### src/design/cds_pkg.sv
`timescale 1ns / 1ps
`default_nettype none
// ----------------------------------------------------------------------------
// cds_pkg
// Shared types and constants of the conveyor diverter scheduler.
// ----------------------------------------------------------------------------
package cds_pkg;

   // Configuration port
   localparam int CSR_AW = 4;
   localparam int CSR_DW = 32;

   typedef enum logic [1:0] {
      REG_DELAY_A   = 2'd0,
      REG_DELAY_B   = 2'd1,
      REG_SPEED_MAX = 2'd2,
      REG_RAMP_STEP = 2'd3
   } reg_index_type;

   localparam logic [19:0] DELAY_A_RESET   = 20'd3500;
   localparam logic [19:0] DELAY_B_RESET   = 20'd1400;
   localparam logic [14:0] SPEED_MAX_RESET = 15'd1000;
   localparam logic [14:0] RAMP_STEP_RESET = 15'd10;

   // Package codes
   localparam logic [7:0] CODE_FIRST  = 8'h31;
   localparam logic [7:0] CODE_SECOND = 8'h32;
   localparam logic [7:0] CODE_NONE   = 8'hFF;

   // Item kinds
   localparam logic ACTION_TICK = 1'b0;
   localparam logic ACTION_CODE = 1'b1;

   // Diverter selection stored with each slot
   typedef enum logic [1:0] {
      DIV_NONE   = 2'd0,
      DIV_FIRST  = 2'd1,
      DIV_SECOND = 2'd2
   } diverter_type;

   typedef struct packed {
      logic [19:0] delay_a;
      logic [19:0] delay_b;
      logic [14:0] speed_max;
      logic [14:0] ramp_step;
   } cfg_type;

   typedef struct packed {
      logic [1:0]  target;
      logic        fired;
      logic [31:0] due;
   } slot_type;

   localparam int SLOT_W = $bits(slot_type);

   typedef enum logic [1:0] {
      ST_IDLE,
      ST_SCAN,
      ST_DONE
   } state_type;

endpackage
`default_nettype wire

### src/design/cds_if.sv
`timescale 1ns / 1ps
`default_nettype none
// ----------------------------------------------------------------------------
// cds_if
// Valid/ready channels for scheduler items and scheduler results.
// ----------------------------------------------------------------------------
interface cds_req_if;
   logic       valid;
   logic       ready;
   logic       action;
   logic [7:0] code;
   logic       enabled;

   modport source (output valid, output action, output code, output enabled, input ready);
   modport sink   (input valid, input action, input code, input enabled, output ready);
endinterface

interface cds_rsp_if;
   logic        valid;
   logic        ready;
   logic        fire_first;
   logic        fire_second;
   logic [14:0] motor_speed;
   logic [7:0]  shown_code;
   logic [7:0]  packages_seen;

   modport source (output valid, output fire_first, output fire_second,
                   output motor_speed, output shown_code, output packages_seen,
                   input ready);
   modport sink   (input valid, input fire_first, input fire_second,
                   input motor_speed, input shown_code, input packages_seen,
                   output ready);
endinterface
`default_nettype wire

### src/design/cds_ram.sv
`timescale 1ns / 1ps
`default_nettype none
// ----------------------------------------------------------------------------
// cds_ram
// Generic single-write, single-read RAM with a registered read port.
// ----------------------------------------------------------------------------
module cds_ram #(
   parameter int WIDTH = 8,
   parameter int DEPTH = 16
) (
   input  wire logic                     clock,
   input  wire logic                     wr_en,
   input  wire logic [$clog2(DEPTH)-1:0] wr_addr,
   input  wire logic [WIDTH-1:0]         wr_data,
   input  wire logic                     rd_en,
   input  wire logic [$clog2(DEPTH)-1:0] rd_addr,
   output logic      [WIDTH-1:0]         rd_data
);

   logic [WIDTH-1:0] mem_ff [DEPTH];

   always_ff @(posedge clock) begin
      if (wr_en) begin
         mem_ff[wr_addr] <= wr_data;
      end
      if (rd_en) begin
         rd_data <= mem_ff[rd_addr];
      end
   end

endmodule
`default_nettype wire

### src/design/cds_csr.sv
`timescale 1ns / 1ps
`default_nettype none
// ----------------------------------------------------------------------------
// cds_csr
// Configuration registers behind an APB-style write/read port.
// ----------------------------------------------------------------------------
module cds_csr (
   input  wire logic                       clock,
   input  wire logic                       reset,
   input  wire logic                       psel,
   input  wire logic                       penable,
   input  wire logic                       pwrite,
   input  wire logic [cds_pkg::CSR_AW-1:0] paddr,
   input  wire logic [cds_pkg::CSR_DW-1:0] pwdata,
   output logic      [cds_pkg::CSR_DW-1:0] prdata,
   output logic                            pready,
   output cds_pkg::cfg_type                cfg
);
   import cds_pkg::*;

   cfg_type       cfg_ff;
   cfg_type       cfg_in;
   reg_index_type sel;
   logic          wr;

   assign sel    = reg_index_type'(paddr[3:2]);
   assign wr     = psel && penable && pwrite;
   assign pready = 1'b1;
   assign cfg    = cfg_ff;

   always_comb begin
      cfg_in = cfg_ff;
      if (wr) begin
         case (sel)
            REG_DELAY_A:   cfg_in.delay_a   = pwdata[19:0];
            REG_DELAY_B:   cfg_in.delay_b   = pwdata[19:0];
            REG_SPEED_MAX: cfg_in.speed_max = pwdata[14:0];
            REG_RAMP_STEP: cfg_in.ramp_step = pwdata[14:0];
            default:       cfg_in = cfg_ff;
         endcase
      end
   end

   always_comb begin
      case (sel)
         REG_DELAY_A:   prdata = {12'd0, cfg_ff.delay_a};
         REG_DELAY_B:   prdata = {12'd0, cfg_ff.delay_b};
         REG_SPEED_MAX: prdata = {17'd0, cfg_ff.speed_max};
         REG_RAMP_STEP: prdata = {17'd0, cfg_ff.ramp_step};
         default:       prdata = '0;
      endcase
   end

   always_ff @(posedge clock) begin
      if (reset) begin
         cfg_ff.delay_a   <= DELAY_A_RESET;
         cfg_ff.delay_b   <= DELAY_B_RESET;
         cfg_ff.speed_max <= SPEED_MAX_RESET;
         cfg_ff.ramp_step <= RAMP_STEP_RESET;
      end else begin
         cfg_ff <= cfg_in;
      end
   end

endmodule
`default_nettype wire

### src/design/cds_engine.sv
`timescale 1ns / 1ps
`default_nettype none
// ----------------------------------------------------------------------------
// cds_engine
// Item sequencer: stores packages in the slot memory, scans the slots on
// each enabled tick with read-modify-write, ramps the motor and registers
// the result.
// ----------------------------------------------------------------------------
module cds_engine #(
   parameter int SLOTS = 16
) (
   input  wire logic                          clock,
   input  wire logic                          reset,
   input  wire cds_pkg::cfg_type              cfg,
   cds_req_if.sink                            req,
   cds_rsp_if.source                          rsp,
   output logic                               mem_wr_en,
   output logic      [$clog2(SLOTS)-1:0]      mem_wr_addr,
   output cds_pkg::slot_type                  mem_wr_data,
   output logic                               mem_rd_en,
   output logic      [$clog2(SLOTS)-1:0]      mem_rd_addr,
   input  wire cds_pkg::slot_type             mem_rd_data
);
   import cds_pkg::*;

   localparam int AW = $clog2(SLOTS);
   localparam logic [AW:0] SCAN_END = (AW + 1)'(SLOTS);
   localparam logic [AW-1:0] SLOT_LAST = AW'(SLOTS - 1);

   state_type   state_ff, state_in;
   logic [31:0] time_ff;
   logic [AW-1:0] wslot_ff;
   logic [14:0] ramp_ff;
   logic [7:0]  last_code_ff;
   logic [7:0]  total_ff;
   logic [SLOTS-1:0] valid_ff;

   logic [AW:0]   idx_ff;
   logic          chk_vld_ff;
   logic [AW-1:0] chk_addr_ff;
   logic          f1_ff, f2_ff;
   logic          en_ff;
   logic          tick_en_ff;

   logic        rsp_valid_ff;
   logic        rsp_f1_ff, rsp_f2_ff;
   logic [14:0] rsp_speed_ff;
   logic [7:0]  rsp_code_ff, rsp_total_ff;

   logic        accept;
   logic        out_free;
   logic        out_load;
   logic        scan_issue;
   logic        hit;
   logic [31:0] age;
   logic [15:0] ramp_sum;
   logic [14:0] ramp_next;
   logic [14:0] speed_out;
   slot_type    new_slot;

   assign accept   = req.valid && req.ready;
   assign out_free = !rsp_valid_ff || rsp.ready;

   // Next state
   always_comb begin
      state_in = state_ff;
      case (state_ff)
         ST_IDLE: begin
            if (accept) begin
               state_in = (req.action == ACTION_TICK && req.enabled) ? ST_SCAN : ST_DONE;
            end
         end
         ST_SCAN: begin
            if (idx_ff == SCAN_END) begin
               state_in = ST_DONE;
            end
         end
         ST_DONE: begin
            if (out_free) begin
               state_in = ST_IDLE;
            end
         end
         default: state_in = ST_IDLE;
      endcase
   end

   // State outputs
   always_comb begin
      req.ready  = 1'b0;
      scan_issue = 1'b0;
      out_load   = 1'b0;
      case (state_ff)
         ST_IDLE: req.ready  = 1'b1;
         ST_SCAN: scan_issue = (idx_ff != SCAN_END);
         ST_DONE: out_load   = out_free;
         default: req.ready  = 1'b0;
      endcase
   end

   // A slot fires when it is valid, has a diverter, has not fired yet, and the time
   // has reached its due time (sign of the wrapped difference is clear).
   assign age = time_ff - mem_rd_data.due;
   assign hit = chk_vld_ff && valid_ff[chk_addr_ff] && mem_rd_data.target != DIV_NONE
                && !mem_rd_data.fired && !age[31];

   always_comb begin
      new_slot.fired = 1'b0;
      if (req.code == CODE_FIRST) begin
         new_slot.target = DIV_FIRST;
         new_slot.due    = time_ff + {12'd0, cfg.delay_a};
      end else if (req.code == CODE_SECOND) begin
         new_slot.target = DIV_SECOND;
         new_slot.due    = time_ff + {12'd0, cfg.delay_b};
      end else begin
         new_slot.target = DIV_NONE;
         new_slot.due    = '0;
      end
   end

   // Scan reads address idx while the entry read in the previous cycle is checked
   // and written back, so read and write never meet on one entry.
   always_comb begin
      mem_rd_en   = scan_issue;
      mem_rd_addr = idx_ff[AW-1:0];
      if (accept && req.action == ACTION_CODE) begin
         mem_wr_en   = 1'b1;
         mem_wr_addr = wslot_ff;
         mem_wr_data = new_slot;
      end else begin
         mem_wr_en   = hit;
         mem_wr_addr = chk_addr_ff;
         mem_wr_data = mem_rd_data;
         mem_wr_data.fired = 1'b1;
      end
   end

   always_comb begin
      ramp_sum = {1'b0, ramp_ff} + {1'b0, cfg.ramp_step};
      if (ramp_ff < cfg.speed_max) begin
         ramp_next = (ramp_sum > {1'b0, cfg.speed_max}) ? cfg.speed_max : ramp_sum[14:0];
      end else begin
         ramp_next = cfg.speed_max;
      end
      if (!en_ff) begin
         speed_out = '0;
      end else if (tick_en_ff) begin
         speed_out = ramp_next;
      end else begin
         speed_out = ramp_ff;
      end
   end

   // Control state
   always_ff @(posedge clock) begin
      if (reset) begin
         state_ff     <= ST_IDLE;
         time_ff      <= '0;
         wslot_ff     <= '0;
         ramp_ff      <= '0;
         last_code_ff <= CODE_NONE;
         total_ff     <= '0;
         valid_ff     <= '0;
         chk_vld_ff   <= 1'b0;
         rsp_valid_ff <= 1'b0;
      end else begin
         state_ff   <= state_in;
         chk_vld_ff <= scan_issue;
         if (accept) begin
            if (req.action == ACTION_CODE) begin
               valid_ff[wslot_ff] <= 1'b1;
               wslot_ff     <= (wslot_ff == SLOT_LAST) ? '0 : wslot_ff + 1'b1;
               last_code_ff <= req.code;
               total_ff     <= total_ff + 8'd1;
            end else begin
               time_ff <= time_ff + 32'd1;
            end
         end
         if (out_load && tick_en_ff) begin
            ramp_ff <= ramp_next;
         end
         if (out_load) begin
            rsp_valid_ff <= 1'b1;
         end else if (rsp.ready) begin
            rsp_valid_ff <= 1'b0;
         end
      end
   end

   // Per-item working registers and result payload
   always_ff @(posedge clock) begin
      if (accept) begin
         idx_ff     <= '0;
         f1_ff      <= 1'b0;
         f2_ff      <= 1'b0;
         en_ff      <= req.enabled;
         tick_en_ff <= req.action == ACTION_TICK && req.enabled;
      end else begin
         if (scan_issue) begin
            idx_ff <= idx_ff + 1'b1;
         end
         if (hit && mem_rd_data.target == DIV_FIRST) begin
            f1_ff <= 1'b1;
         end
         if (hit && mem_rd_data.target == DIV_SECOND) begin
            f2_ff <= 1'b1;
         end
      end
      chk_addr_ff <= idx_ff[AW-1:0];
      if (out_load) begin
         rsp_f1_ff    <= f1_ff;
         rsp_f2_ff    <= f2_ff;
         rsp_speed_ff <= speed_out;
         rsp_code_ff  <= last_code_ff;
         rsp_total_ff <= total_ff;
      end
   end

   assign rsp.valid         = rsp_valid_ff;
   assign rsp.fire_first    = rsp_f1_ff;
   assign rsp.fire_second   = rsp_f2_ff;
   assign rsp.motor_speed   = rsp_speed_ff;
   assign rsp.shown_code    = rsp_code_ff;
   assign rsp.packages_seen = rsp_total_ff;

endmodule
`default_nettype wire

### src/design/conveyor_diverter_scheduler_top.sv
`timescale 1ns / 1ps
`default_nettype none
// ----------------------------------------------------------------------------
// conveyor_diverter_scheduler_top
// Sorting-conveyor scheduler: package slots in a RAM, diverter firing on
// ticks, motor soft-start ramp.
//
//   Channel  Direction  Handshake            Carries
//   req      in         valid/ready          action, code, enabled
//   rsp      out        valid/ready          fire bits, speed, code, count
//   csr      in         APB psel/penable     delay_a, delay_b, speed_max, ramp_step
//
// On an enabled tick the slot RAM is read one entry per cycle and each due
// entry is written back as fired; a code item or a disabled tick skips the
// scan. A new item is taken while the previous result waits in the output
// register; the sequencer stalls in its done state only until that register
// frees. Reset is synchronous and clears all control state and the per-slot
// valid bits at once.
// ----------------------------------------------------------------------------
module conveyor_diverter_scheduler_top #(
   parameter int SLOTS = 16
) (
   input  wire logic                       clock,
   input  wire logic                       reset,
   cds_req_if.sink                         req,
   cds_rsp_if.source                       rsp,
   input  wire logic                       csr_psel,
   input  wire logic                       csr_penable,
   input  wire logic                       csr_pwrite,
   input  wire logic [cds_pkg::CSR_AW-1:0] csr_paddr,
   input  wire logic [cds_pkg::CSR_DW-1:0] csr_pwdata,
   output logic      [cds_pkg::CSR_DW-1:0] csr_prdata,
   output logic                            csr_pready
);
   import cds_pkg::*;

   localparam int AW = $clog2(SLOTS);

   cfg_type       cfg;
   logic          mem_wr_en;
   logic [AW-1:0] mem_wr_addr;
   slot_type      mem_wr_data;
   logic          mem_rd_en;
   logic [AW-1:0] mem_rd_addr;
   slot_type      mem_rd_data;

   cds_csr u_csr (
      .clock   (clock),
      .reset   (reset),
      .psel    (csr_psel),
      .penable (csr_penable),
      .pwrite  (csr_pwrite),
      .paddr   (csr_paddr),
      .pwdata  (csr_pwdata),
      .prdata  (csr_prdata),
      .pready  (csr_pready),
      .cfg     (cfg)
   );

   cds_ram #(
      .WIDTH (SLOT_W),
      .DEPTH (SLOTS)
   ) u_slot_ram (
      .clock   (clock),
      .wr_en   (mem_wr_en),
      .wr_addr (mem_wr_addr),
      .wr_data (mem_wr_data),
      .rd_en   (mem_rd_en),
      .rd_addr (mem_rd_addr),
      .rd_data (mem_rd_data)
   );

   cds_engine #(
      .SLOTS (SLOTS)
   ) u_engine (
      .clock       (clock),
      .reset       (reset),
      .cfg         (cfg),
      .req         (req),
      .rsp         (rsp),
      .mem_wr_en   (mem_wr_en),
      .mem_wr_addr (mem_wr_addr),
      .mem_wr_data (mem_wr_data),
      .mem_rd_en   (mem_rd_en),
      .mem_rd_addr (mem_rd_addr),
      .mem_rd_data (mem_rd_data)
   );

endmodule
`default_nettype wire

### src/flat_wrapper.sv
// flat-port wrapper written by rule: the top's interface ports become plain ports
module conveyor_diverter_scheduler_top_flat import cds_pkg::*;
#(
   parameter int SLOTS = 16
)
  (clock, reset, csr_psel, csr_penable, csr_pwrite, csr_paddr, csr_pwdata, csr_prdata, csr_pready, req_valid, req_action, req_code, req_enabled, req_ready, rsp_valid, rsp_fire_first, rsp_fire_second, rsp_motor_speed, rsp_shown_code, rsp_packages_seen, rsp_ready);
  cds_req_if req_i ();
  cds_rsp_if rsp_i ();
  input  wire logic clock;
  input  wire logic reset;
  input  wire logic csr_psel;
  input  wire logic csr_penable;
  input  wire logic csr_pwrite;
  input  wire logic [cds_pkg::CSR_AW-1:0] csr_paddr;
  input  wire logic [cds_pkg::CSR_DW-1:0] csr_pwdata;
  output logic      [cds_pkg::CSR_DW-1:0] csr_prdata;
  output logic csr_pready;
  input wire logic [$bits(req_i.valid)-1:0] req_valid;
  input wire logic [$bits(req_i.action)-1:0] req_action;
  input wire logic [$bits(req_i.code)-1:0] req_code;
  input wire logic [$bits(req_i.enabled)-1:0] req_enabled;
  output wire logic [$bits(req_i.ready)-1:0] req_ready;
  output wire logic [$bits(rsp_i.valid)-1:0] rsp_valid;
  output wire logic [$bits(rsp_i.fire_first)-1:0] rsp_fire_first;
  output wire logic [$bits(rsp_i.fire_second)-1:0] rsp_fire_second;
  output wire logic [$bits(rsp_i.motor_speed)-1:0] rsp_motor_speed;
  output wire logic [$bits(rsp_i.shown_code)-1:0] rsp_shown_code;
  output wire logic [$bits(rsp_i.packages_seen)-1:0] rsp_packages_seen;
  input wire logic [$bits(rsp_i.ready)-1:0] rsp_ready;
  assign req_i.valid = req_valid;
  assign req_i.action = req_action;
  assign req_i.code = req_code;
  assign req_i.enabled = req_enabled;
  assign req_ready = req_i.ready;
  assign rsp_valid = rsp_i.valid;
  assign rsp_fire_first = rsp_i.fire_first;
  assign rsp_fire_second = rsp_i.fire_second;
  assign rsp_motor_speed = rsp_i.motor_speed;
  assign rsp_shown_code = rsp_i.shown_code;
  assign rsp_packages_seen = rsp_i.packages_seen;
  assign rsp_i.ready = rsp_ready;
  conveyor_diverter_scheduler_top #(.SLOTS(SLOTS)) u_core (.clock(clock), .reset(reset), .req(req_i), .rsp(rsp_i), .csr_psel(csr_psel), .csr_penable(csr_penable), .csr_pwrite(csr_pwrite), .csr_paddr(csr_paddr), .csr_pwdata(csr_pwdata), .csr_prdata(csr_prdata), .csr_pready(csr_pready));
endmodule
### config.mk
export PLATFORM = sky130hd
export DESIGN_NAME = conveyor_diverter_scheduler_top_flat
export DESIGN_NICKNAME = d
export VERILOG_FILES = /design/src/design/cds_pkg.sv /design/src/design/cds_if.sv /design/src/design/cds_ram.sv /design/src/design/cds_csr.sv /design/src/design/cds_engine.sv /design/src/design/conveyor_diverter_scheduler_top.sv /design/src/flat_wrapper.sv
export SDC_FILE = /design/constraint.sdc
export NUM_CORES = 1
export LEC_CHECK = 0
export BUFFER_PORTS_ARGS = -buffer_cell sky130_fd_sc_hd__buf_2
export CAP_MARGIN = 40
export CORE_MARGIN = 5
export CORE_UTILIZATION = 33
export CTS_BUF_LIST = sky130_fd_sc_hd__clkbuf_16
export DETAILED_ROUTE_END_ITERATION = 12
export SYNTH_ARGS = -nofsm -noshare
export SYNTH_HDL_FRONTEND = slang
export SYNTH_HIERARCHICAL = 1
export SYNTH_SLANG_ARGS = --single-unit
### constraint.sdc
create_clock -name clock -period 5.7 [get_ports clock]
set_input_delay 0 -clock clock [delete_from_list [all_inputs] [get_ports clock]]
set_output_delay 0 -clock clock [all_outputs]
set_load 0.1 [all_outputs]
======== After elaboration in Yosys (flattened, before gate mapping) ========
Memory sizes are Yosys's and may differ from the RTL's. A register that Yosys moved wholly into a read port is not among the register bits.
Cells that the tools add are included.
operators by class
  mux-type cells .......................... 28
  reductions and logical operators ........ 28
  bitwise logic cells ..................... 2
  magnitude comparators ................... 5
  add/subtract/negate cells ............... 8
  eq/ne operators ......................... 15
operators with widths
  cell                     number
  $pmux W32 S4             1
  $add A32 B20 Y32         2
  $mux W32                 2
  $mux W15                 3
  $mux W35                 1
  $add A32 B1 Y32 const B  1
  $sub A32 B32 Y32         1
  $add A15 B15 Y16         1
  $eq A8 B6 Y1 const B     2
  $gt A16 B15 Y1           1
  $or A16 B16 Y16          1
  $lt A15 B15 Y1           1
  $logic_and A1 B1 Y1      13
  $mux W2                  6
  $reduce_and A2 Y1        6
  $lt A4 B5 Y1 const B     2
  $mux W1                  10
  $add A8 B1 Y8 const B    1
  $eq A2 B2 Y1 const B     4
  $mux W4                  2
  $eq A2 B1 Y1 const B     3
  $ne A2 B2 Y1 const B     3
  $pmux W2 S3              1
  $add A5 B1 Y5 const B    1
  13 further kinds         17
storage, ports and cells
  memories ................................ 1
  logic and storage cells ................. 111
  bits in writable memories ............... 560
  flip-flop bits (word level) ............. 203
  output and inout port bits .............. 68
  bits of input ports ..................... 53
memories
  name                      words  width  rd ports  clocked after Yosys merged registers in  wr ports  RTL line       RTL
  u_core.u_slot_ram.mem_ff  16     35     1         1                                        1         cds_ram.sv:20  logic [WIDTH-1:0] mem_ff [DEPTH];

======== Depth between registers and ports, before layout ========
  word-level depth ........................ 9
  gate-level depth with buffers ........... 19
  mapped depth without buffers ............ 17

======== By module ========
The synthesis kept the hierarchy.
by module, submodules not included
  module      cells each  area each (um^2)  sequential area each (um^2)  times used
  cds_ram     914         22402.7           17867.1                      1
  cds_engine  1254        10561.4           3012.9                       1
  cds_csr     325         3393.3            1401.3                       1

======== Worst setup path after synthesis ========
OpenSTA, ideal clock, no wires.
  kind .................................... flip-flop to flip-flop
  from .................................... register u_core.u_engine.state_ff[1]
  to ...................................... memory u_core/u_slot_ram/mem_ff[0][0] (netlist bit) (enable)
  setup slack ............................. -0.759 ns
  data arrival time ....................... 5.989 ns
  period minus slack after synthesis ...... 6.459 ns
  data required time ...................... 5.229 ns
  library setup time ...................... 0.471 ns
  path buffers ............................ 3
  stages on the path, launching flop included .. 10
  path through ............................ dfxtp_1 -> nor2_1 -> and3_1 -> clkbuf_1 -> inv_2 -> clkbuf_1 -> buf_1 -> o31ai_1 -> or3b_2 -> nor3_1
between the ends
  longest elaborated chain between the ends .. 7
  elaborated cells between the ends (all ways) .. 8
  classes of those cells .................. mux: 5; reduce/logical: 3
RTL lines
  item                           RTL line                               RTL
  start, declared                cds_engine.sv:30                       state_type state_ff, state_in;
  start signal, assigned         cds_engine.sv:166                      state_ff <= state_in;
  $logic_not A2 Y1               cds_engine.sv:92                       case (state_ff)
  $mux W1                        cds_engine.sv:92
  via req_ready                  flat_wrapper.sv:22                     output wire logic [$bits(req_i.ready)-1:0] req_ready;
  $logic_and A1 B1 Y1            cds_engine.sv:61                       assign accept = req.valid && req.ready;
  $logic_and A1 B1 Y1            cds_engine.sv:125                      if (accept && req.action == ACTION_CODE) begin
  $mux W1                        cds_engine.sv:125
  via u_core.mem_wr_en           conveyor_diverter_scheduler_top.sv:40  logic mem_wr_en;
  $mux W1                        cds_ram.sv:23                          if (wr_en) begin
  $mux W1 (implied by the code)  cds_ram.sv:24                          mem_ff[wr_addr] <= wr_data;
  end, declared                  cds_ram.sv:20
The timed path passes the listed nets, and every way through them passes these cells.

======== Final worst setup path ========
  from .................................... register u_core.u_engine.time_ff[16]
  to ...................................... memory u_core/u_slot_ram/mem_ff[11][1] (netlist bit) (enable)
between the ends
  longest elaborated chain between the ends .. 6
RTL lines
  item                           RTL line                               RTL
  start, declared                cds_engine.sv:31                       logic [31:0] time_ff;
  start signal, assigned         cds_engine.sv:175                      time_ff <= time_ff + 32'd1;
  $sub A32 B32 Y32               cds_engine.sv:102                      assign age = time_ff - mem_rd_data.due;
  $logic_not A1 Y1               cds_engine.sv:104                      && !mem_rd_data.fired && !age[31];
  $logic_and A1 B1 Y1            cds_engine.sv:104
  $mux W1                        cds_engine.sv:125
  via u_core.mem_wr_en           conveyor_diverter_scheduler_top.sv:40
  $mux W1                        cds_ram.sv:23
  $mux W1 (implied by the code)  cds_ram.sv:24
The timed path passes the listed nets, and every way through them passes these cells.

==> metrics.md <==
| Metric | Value |
|---|---|
| Starting density of the core | 0.333 |
| Setup_tns | 0 ns |
| Port bufs | a little over 90 |
| Peak supply drop | 0.000226 V |
| Layout Cells excl Fill | between 4000 and 5000 |
| Period utilisation layout | 0.815 |
| Post-Route WL | 90300 um |
| Yosys warns | 6 |
| Count leader, synth | edfxtp_1 |
| Synth top area cells | edfxtp_1 52%, dfxtp_1 9.3%, mux4_2 6.3% |
| CP Data Required Time | ~6.0 ns |
| Clock H-tree levels | 3 |
| WP buf/inv | 1 |
| Antenna Cells | 0 |
| Worst Max-Slew Pin Slew | approximately 0.85 ns |
| Tmin final | around 4.6 ns |
| Post-synth EDFFs | 630 |
| Register area share after synthesis | 0.613 |
| Vias | approximately 22000 |
| Clock Skew | about 0.044 ns |
| Die H | roughly 340 um |
| Reg clk slew, reported paths | 0.06 ns |
| Hold_ws | 0.0863 ns |
| Initial antenna violation count | 1 |
| Critical path's top delay family | compound AO/OA/AOI/OAI gates |
| CTS tree | done |
| Clk root buf | clkbuf_16 |
| Largest net degree at the start of global routing | between 80 and 90 |
| Layout cells sized above 1 | 0.170 |
| Fin. max-slew vios | 0 |
| # IOs | ~120 |
| Synth cell count leaders | 630 x edfxtp_1, 172 x nor2_1, 168 x dfxtp_1 |
| CTS Buffer Depth | 3 |
| Setup violators final | 0 |
| Post-CTS setup buffers | 0 |
| P per Cell Area | approximately 320 nW/um^2 |
| Layout area overhead | 16.1% |
| Remaining Overflow, GRT | 0 |
| CP max stage delay | approximately 0.66 ns |
| Highest routed layer | met4 |
| Max_slew headroom | 0.436 |
| Drt drc | 0 |
| Status | finished, final reports clean |
| Cell Rows | 121 |
| DP Cell Count | between 4000 and 5000 |
| Ys flop type | edfxtp_1 |
| Type of the worst min-delay path | input port to register |
| Met2 routed WL | roughly 43000 um |
| Worst-Skew Late Latency | about 0.66 ns |
| CTS buffer count | 86 |
| Vias in the first global route | 21600 |
| Post-Synthesis Cells | 2493 |
| Post-detail-place hpwl | approximately 58000 um |
| Placed Area | 38800 um^2 |
| Leakage | roughly 15 nW |
| Wirelength per Cell | 21.4 um |
| Vias per cell | 5.17 |
| Area leader, netlist | edfxtp_1 |
| RePlAce Congestion | approximately 0.86 |
| Met3 wire len | around 5300 um |
| Final core occ | 0.387 |
| Post-layout nets | approximately 2900 |
| RSZ-0062 raised after global routing | false |
| Worst setup EP type | register |
| Area share of the largest cell type after synthesis | 0.520 |
| Crit start category | register |
| Async SR Flop Fraction | 0 |
| CP Data Arrival Time | 4.96 ns |
| Syn Area/Cell | approximately 15 um^2 |
| Post-route ant nets | 0 |
| CP Class | register to register |
| Resize count post-CTS | 0 |
| Post-synth cell types | between 90 and 100 |
| Cells along the critical path | ha_1 -> a21o_1 -> a21o_1 -> a21o_1 -> a221oi_1 -> o221ai_1 -> a21oi_1 -> xnor2_1 -> o31ai_1 -> nand3b_1 -> nor2_4 -> buf_12 |
| # fillers | approximately 10000 |
| Hold-fix buffers, CTS | between 40 and 50 |
| Iteration-0 DRC Markers | just under 2000 |
| First-pass GRT wire length | between 100000 and 150000 um |
| Core box area | around 110000 um^2 |
| Highest clock rate | between 200 and 250 MHz |
| Gr usage total | 0.151 |
| Met1 WL | ~40000 um |
| Crit path top cell by count | a21o_1 |
| Total iterations of the first detailed-routing run | 7 |
| Die area | ~120000 um^2 |
| Final hold viol count | 0 |
| Max-cap viol count | 0 |
| Post-route cell area | about 42000 um^2 |
| Critical Path Fanout Max | 23 |
| Crit-path slowest cell | nor2_4 |
| Width of the die | 342 um |
| Register bit total from synthesis | approximately 800 |
| Clock net sink count | roughly 800 |
| Post-Syn Area | ~36000 um^2 |
-- cell usage in the layout, fill, tap and decap left out, drive strengths merged, types with 10 or more instances in the layout --
cell type / instances
ha: 122
conb: 13
clkbuf: 88
nor3: 29
o211ai: 14
dfxtp: 168
a211oi: 29
and2: 10
xnor2: 53
mux2i: 87
mux4: 160
nand2: 117
nand3: 37
edfxtp: 630
clkinv: 39
a31oi: 31
xor2: 37
nand4: 29
a221oi: 15
inv: 104
nand3b: 15
buf: 177
a22oi: 76
dlygate4sd3: 49
a21oi: 97
bufinv: 10
nor2: 174
a21o: 40
nor2b: 22
o21ai: 81
nand2b: 71
and3: 14
-- worst paths after layout --
kind / startpoint / slack [ns] / end / cells past startpoint
min: csr_paddr[2] / 0.09 / u_core/u_csr/cfg[15] / 4
min reg2reg: u_core/u_engine/last_code_ff[6] / 0.43 / u_core/u_engine/rsp.shown_code[6] / 0
max reg2reg: u_core/u_engine/time_ff[16] / 1.06 / u_core/u_slot_ram/mem_ff[11][1] / 12
max: u_core/u_engine/time_ff[16] / 1.06 / u_core/u_slot_ram/mem_ff[11][1] / 12
-- kinds of logic (layout without fill, tap and decap cells) --
kind of cell / Yosys count / in the layout / synth area share
other: 2 / 13 / 0.000207
and+or+nand+nor: 563 / 563 / 0.0785
adders and majority gates: 125 / 125 / 0.0436
xor gates and xnor gates: 90 / 90 / 0.0217
AOI/OAI and AO/OA: 440 / 440 / 0.0808
muxes: 248 / 248 / 0.129
DFF: 798 / 798 / 0.613
buffers and inverters: 227 / 470 / 0.0329
-- per-layer routing --
| metal | track usage | vias up |
|---|---|---|
| met4 | 0.0477 | 0 |
| met3 | 0.0273 | 136 |
| met1 | 0.207 | 11000 |
| li1 | - | 10000 |
| met2 | 0.245 | 615 |
| met5 | 0 | - |
-- metrics by stage --
step / setup slack (ns) / total power [W]
2_1_floorplan: 0.152 / 0.00753
3_3_place_gp: 1.05 / 0.00777
3_5_place_dp: 0.986 / 0.00780
4_1_cts: 0.979 / 0.0135
5_1_grt: 0.746 / 0.0138
6_report: 1.06 / 0.0133
-- tightest hold or removal path: stages --
cell     delay (ns)
buf_2          0.10
buf_4          0.27
o21ai_0        0.21
o21ai_0        0.07
-- where the power goes --
group | switching (W) | leakage (nW) | total [W] | internal [W]
Sequential | 0.0000636 | 7.06 | 0.00648 | 0.00642
Clock | 0.00234 | 1.47 | 0.00562 | 0.00328
Combinational | 0.000782 | 6.34 | 0.00122 | 0.000436
-- sequential cells by signal, summed over array words and instances (netlist names) --
| name | count |
|---|---|
| u_core/u_slot_ram/mem_ff | 560 |
| u_core/u_engine/wslot_ff | 4 |
| u_core/u_engine/rsp.fire_first | 1 |
| u_core/u_engine/f2_ff | 1 |
| u_core/u_engine/tick_en_ff | 1 |
| u_core/u_slot_ram/rd_data | 35 |
| u_core/u_engine/rsp.fire_second | 1 |
| u_core/u_engine/rsp.shown_code | 8 |
| u_core/u_engine/chk_vld_ff | 1 |
| u_core/u_engine/total_ff | 8 |
| u_core/u_engine/f1_ff | 1 |
| u_core/u_csr/cfg | 70 |
| u_core/u_engine/rsp.valid | 1 |
| u_core/u_engine/ramp_ff | 15 |
| u_core/u_engine/rsp.motor_speed | 15 |
| u_core/u_engine/valid_ff | 16 |
| u_core/u_engine/time_ff | 32 |
| u_core/u_engine/rsp.packages_seen | 8 |
| u_core/u_engine/idx_ff | 5 |
| u_core/u_engine/last_code_ff | 8 |
| u_core/u_engine/chk_addr_ff | 4 |
| u_core/u_engine/en_ff | 1 |
| u_core/u_engine/state_ff | 2 |
-- cell type report --
class | instances | area (um^2) | area share
clock buffer | 88 | 2200 | 0.0522
clock inverter | 73 | 691 | 0.0164
inverter | 83 | 312 | 0.00738
multi-input combinational | 1479 | 13100 | 0.311
sequential | 798 | 22300 | 0.528
tap | 1476 | 1850 | 0.0438
timing repair buffer | 226 | 1730 | 0.0411
(Power assumes the default switching activity.)
